$ cat src/hw/rtl/sbcc_pkg.sv
package sbcc_pkg;

    localparam int MAX_OBSTACLES = 64;
    localparam int SLOT_W = 6;
    localparam int COUNT_W = 7;
    localparam int MARGIN_W = 31;
    localparam int COORD_W = 32;
    localparam int SUM_W = 35;
    localparam int PROD_W = 72;
    localparam int TDATA_W = 200;

    localparam logic [1:0] REG_COUNT = 2'd0;
    localparam logic [1:0] REG_MARGIN = 2'd1;

    typedef struct packed {
        logic signed [COORD_W-1:0] lo_x;
        logic signed [COORD_W-1:0] lo_y;
        logic signed [COORD_W-1:0] lo_z;
        logic signed [COORD_W-1:0] hi_x;
        logic signed [COORD_W-1:0] hi_y;
        logic signed [COORD_W-1:0] hi_z;
    } box_t;

    typedef struct packed {
        logic signed [SUM_W-1:0] d_x;
        logic signed [SUM_W-1:0] d_y;
        logic signed [SUM_W-1:0] d_z;
        logic signed [SUM_W-1:0] s_x;
        logic signed [SUM_W-1:0] s_y;
        logic signed [SUM_W-1:0] s_z;
    } seg_t;

    // one box test moving down the cell row
    typedef struct packed {
        logic                   valid;
        logic                   last;
        logic                   hit;
        logic signed [SUM_W-1:0] t_x;
        logic signed [SUM_W-1:0] t_y;
        logic signed [SUM_W-1:0] t_z;
        logic signed [SUM_W-1:0] h_x;
        logic signed [SUM_W-1:0] h_y;
        logic signed [SUM_W-1:0] h_z;
    } tok_t;

    typedef enum logic [1:0] {
        ST_IDLE,
        ST_WALK,
        ST_DRAIN,
        ST_OUT
    } state_t;

    function automatic logic signed [SUM_W-1:0] abs_s(input logic signed [SUM_W-1:0] v);
        abs_s = v[SUM_W-1] ? -v : v;
    endfunction

endpackage

$ cat src/hw/rtl/sbcc_face_cell.sv
module sbcc_face_cell (
    input  logic                            clk,
    input  logic                            rst_n,
    input  sbcc_pkg::seg_t                  seg,
    input  sbcc_pkg::box_t                  box,
    input  logic [sbcc_pkg::MARGIN_W-1:0]   margin,
    input  logic                            in_valid,
    input  logic                            in_last,
    output sbcc_pkg::tok_t                  tok
);
    import sbcc_pkg::*;

    tok_t tok_reg;
    tok_t tok_next;
    logic signed [SUM_W-1:0] m2;
    logic ok_x, ok_y, ok_z;

    always_comb
    begin
        m2 = SUM_W'({margin, 1'b0});
        tok_next.valid = in_valid;
        tok_next.last = in_last;
        tok_next.t_x = seg.s_x - (SUM_W'(box.lo_x) + SUM_W'(box.hi_x));
        tok_next.t_y = seg.s_y - (SUM_W'(box.lo_y) + SUM_W'(box.hi_y));
        tok_next.t_z = seg.s_z - (SUM_W'(box.lo_z) + SUM_W'(box.hi_z));
        tok_next.h_x = (SUM_W'(box.hi_x) - SUM_W'(box.lo_x)) + m2;
        tok_next.h_y = (SUM_W'(box.hi_y) - SUM_W'(box.lo_y)) + m2;
        tok_next.h_z = (SUM_W'(box.hi_z) - SUM_W'(box.lo_z)) + m2;
        ok_x = !(abs_s(tok_next.t_x) > tok_next.h_x + abs_s(seg.d_x));
        ok_y = !(abs_s(tok_next.t_y) > tok_next.h_y + abs_s(seg.d_y));
        ok_z = !(abs_s(tok_next.t_z) > tok_next.h_z + abs_s(seg.d_z));
        tok_next.hit = ok_x && ok_y && ok_z;
    end

    always_ff @(posedge clk or negedge rst_n)
    begin
        if (!rst_n)
            tok_reg <= '0;
        else
            tok_reg <= tok_next;
    end

    assign tok = tok_reg;

endmodule

$ cat config.mk
export PLATFORM = sky130hd
export DESIGN_NAME = sbcc_face_cell
export DESIGN_NICKNAME = d
export VERILOG_FILES = /design/src/hw/rtl/sbcc_pkg.sv /design/src/hw/rtl/sbcc_face_cell.sv
export SDC_FILE = /design/constraint.sdc
export NUM_CORES = 2
export LEC_CHECK = 0
export BUFFER_PORTS_ARGS = -buffer_cell sky130_fd_sc_hd__buf_2
export CAP_MARGIN = 30
export CORE_MARGIN = 2
export CORE_UTILIZATION = 45
export DETAILED_ROUTE_END_ITERATION = 16
export HOLD_SLACK_MARGIN = 0.03
export PLACE_DENSITY_LB_ADDON = 0.12
export RECOVER_POWER = 50
export SLEW_MARGIN = 20
export SYNTH_ARGS = -nofsm -noshare
export SYNTH_HDL_FRONTEND = slang
export SYNTH_SLANG_ARGS = --single-unit
$ cat constraint.sdc
create_clock -name clk -period 0.8 [get_ports clk]
set_input_delay 0.24 -clock clk [delete_from_list [all_inputs] [get_ports clk]]
set_output_delay 0.24 -clock clk [all_outputs]
set_load 0.05 [all_outputs]
After elaboration in Yosys (flattened, before gate mapping)

Index checks and enable logic that the tools add are counted.

Add/subtract/negate cells: 21
$lt $le $gt $ge: 3
Mux-type cells: 6
Reductions and logical operators: 5

Operators by type and width:

| kind                | count |
|---|---|
| $mux W35            | 6 |
| $neg A35 Y35        | 6 |
| $add A34 B35 Y35    | 3 |
| $gt A35 B35 Y1      | 3 |
| $sub A35 B33 Y35    | 3 |
| $add A33 B33 Y34    | 3 |
| $add A32 B32 Y33    | 3 |
| $sub A32 B32 Y33    | 3 |
| $logic_not A1 Y1    | 3 |
| $logic_and A1 B1 Y1 | 2 |

Register bits after elaboration: 210
Bits of input ports: 437
Output and inout port bits: 213
Word-level logic and storage cells: 44

Logic depth before layout (Yosys ltp)

Word-level depth: 8
Depth in mapped cells: 38
Mapped depth without buffers: 38

Least setup slack after synthesis

Ideal clock, no wire load.

Path type: input port to flip-flop
Start point: in box[97] (netlist bit)
End point: reg tok_reg, in the netlist tok[210]
Setup time: 94 ps
Arrival: 6544 ps
Data required time: 706 ps
Setup slack: -5838 ps
Stages on the path: 34
Path buffers: 1
Cells stage by stage: inv_1 -> fa_1 -> ha_1 -> fa_1 -> a21o_1 -> a21oi_1 -> o21ai_0 -> a21oi_1 -> o21ai_0 -> o21ai_0 -> nand2_1 -> a21o_1 -> a21o_1 -> a21oi_1 -> xnor2_1 -> ha_1 -> clkbuf_1 -> a21o_1 -> a21oi_1 -> or4b_2 -> a31o_2 -> a21o_1 -> a21oi_1 -> o2bb2ai_1 -> xnor2_1 -> ha_1 -> nand4_1 -> nor2_1 -> nand3_1 -> nor3_1 -> a21oi_1 -> o21ai_0 -> a21oi_1 -> a211oi_1

RTL lines:

| item                 | line                 | source |
|---|---|---|
| from (decl)          | sbcc_face_cell.sv:5  | `input sbcc_pkg::box_t box,` |
| to (signal assigned) | sbcc_face_cell.sv:40 | `tok_reg <= tok_next;` |
| to (decl)            | sbcc_face_cell.sv:13 | `tok_t tok_reg;` |

==> impl_metrics.yaml <==
floorplan:
  die_h_um: 277
  initial_utilization_pct: 45.6
  die_x_um: 277
  die_area_mm2: 0.0765
  core-area_mm2: 0.0733
  fp-row-count: 99
  io-pin-count: 650
detailed_routing:
  ant_nets: 0
  vias: 38303
  drc: 0
  wl_um: 143000
  first_pass_iters: 5
  viasPerCell: 5.32
  wl_per_cell_um: 19.8
  drt_iter0_drc: 2394
worst_setup_path:
  critPathMaxFanout: 3
  slowest_stage: "fa_1"
  critical-path-max-stage-delay_ns: 0.49
  crit_type: "input pin to flip-flop"
  arrival_ns: 6.55
  cp_common_cell: "buf_6"
  cp.required_ns: 1.31
  end_kind: "flip-flop"
  worstSetupStartpointType: "input pin"
yosys:
  netlist.area_leader.share_pct: 16.1
  synth-seq-cells: 210
  yosys.area.top_type: "ha_1"
  synth_area_mm2: 0.0335
  ys_seq_area_share_pct: 15.7
  avgSynthCellArea_um2: 8.38
  yosysUniqueCellTypes: 98
  syn_inst: 3990
  yosysWarningCount: 0
  syn-num-nets: 5062
  synthFlopType: "dfrtp_1"
  synth_area_leaders: "ha_1 (16%), dfrtp_1 (16%), fa_1 (12%)"
  synthArstFlopShare_pct: 100
  synth-edff-count: 0
power:
  p_per_area_mw_per_mm2: 3440
  vdd_drop_max_v: 0.00300
  p_switching_mw: 93.6
  pwr-share-seq_pct: 9.5
  comb_power_share_pct: 83.9
  swShare_pct: 49.0
  p_leak_nw: 27.6
  power.internal_mw: 97.5
  power_frac_clock_pct: 6.5
place:
  placedCellCount: 7081
  port_buffers: 649
  hpwl_um: 122000
  place_congestion: 0.976
sta:
  fmax_mhz: 165
  tightest_slew_ns: 0.861
  slew_headroom_pct: 42.5
  setup_slack_ns: -5.25
  fin_crit_sh_pct: 756
  hold_slack_ns: 0.103
  finalHoldViolCount: 0
  finalCriticalPeriod_ns: 6.05
  maxSlewViolCount: 0
  setup_viol: 453
  tns_ns: -467.03
  rsz0062_at_grt: "yes"
clock_network:
  cts_sinks: 210
  cts_tree: "built"
  cts_made_buffers: 26
  clk_pin_slew_ns: 0.06
  clockBufferDepth: 3
  cts_root_buf: "clkbuf_16"
  h-tree-depth: 1
global_routing:
  antenna_found_initial: 25
  grt_max_degree: 24
  grt_usage_pct: 35.6
  grt_pass1_vias: 38392
  grt_pass1_wl_um: 212000
  grt_overflow_total: 0
run:
  maxCapViolCount: 0
layout:
  final_cell_mix: "buf_4 (1,490), buf_2 (622), inv_1 (463)"
  drive_above_1_share_pct: 49.6
  stdcell_count: 7206
  final_common_cell: "buf_4"
  nNetsFinal: 7285
  syn_to_final_growth_pct: 66.0
  largest_reg_flops: 210
outcome:
  violations: "setup timing"
  status: "complete, but fails checks"
min_path:
  hp-class: "input pin to flip-flop"
==> per-layer routing <==
metal  track usage [%]  up-vias  part of all wire, %
li1                  -    18383                    -
met1              47.0    18379                   43
met2              57.7     1202                   45
met3              5.64      319                  6.5
met4              16.0       20                  5.3
met5                 0        -                0.080
==> worst max-delay path, delay by kind of cell <==
family | cells | cell delay (ns)
AO/OA/AOI/OAI | 14 | 2.81
XOR/XNOR | 2 | 0.32
adder cells (fa/ha/maj) | 4 | 1.29
buffers and inverters | 9 | 0.99
AND/OR/NAND/NOR | 4 | 0.89
==> final cells by class <==
type                       count  area [um^2]
multi-input combinational   3167        29500
clock inverter                 8         75.1
sequential                   210         5520
tap                          959         1200
fill                        5452        17800
inverter                     544         2160
timing repair buffer        2264        16200
clock buffer                  39          801
antenna                       15         37.5
==> synth_stat cells, drive strengths merged (48+ instances only) <==
cell type,number
o31ai,50
xnor2,335
a21o,145
nand2b,48
a21oi,296
nor3,80
dfrtp,210
xor2,132
o21bai,52
o21a,49
clkbuf,62
nand4,52
ha,431
fa,204
o21ai,228
nand3,67
nor2,241
inv,543
nand2,208
==> cell families after synthesis <==
kind of cell             synth area share (%)
buffers and inverters                    6.95
AO/OA/AOI/OAI                            21.3
flip-flops                               15.7
adder cells (fa/ha/maj)                  28.3
AND/OR/NAND/NOR                          14.8
multiplexers                            0.307
XOR/XNOR                                 12.7
==> worst paths after layout <==
kind,slack (ns),end,cells past startpoint,from
worst max-delay path,-5.25,tok[210],33,margin[3]
worst min-delay path,0.10,tok[70],4,box[64]
max in group asynchronous,-0.02,tok[155],4,rst_n
min in group asynchronous,0.24,tok[212],3,rst_n
==> stage by stage <==
| step | utilization [%] | power (mW) | cell area, um^2 | setup WS [ns] |
|---|---|---|---|---|
| after floorplan | - | 107 | 35900 | -5.14 |
| after global placement | 70.7 | 166 | 51800 | -6.02 |
| after detailed placement | 70.7 | 168 | 51800 | -6.21 |
| after CTS | 74.5 | 187 | 54600 | -5.14 |
| after global routing | 75.7 | 204 | 55500 | -5.52 |
| final | 75.7 | 191 | 55500 | -5.25 |
==> what timing repair did <==
action                                  in CTS  in global routing
endpoints found under the hold margin      212                  0
buffers inserted                            53                 35
gates resized for setup                    314                159
endpoints found under the setup margin     417                417
pin swaps                                  178                132
hold buffers                                 3                  0
==> power groups by stage <==
stage	logic, mW	registers, mW	clock network [mW]
after floorplan	71.7	35.6	0
after global placement	148	18.4	0
after detailed placement	149	18.3	0
after CTS	156	18.2	12.7
after global routing	173	18.5	13.0
final	160	18.2	12.4
No activity file was read; power rests on OpenSTA's default activity.
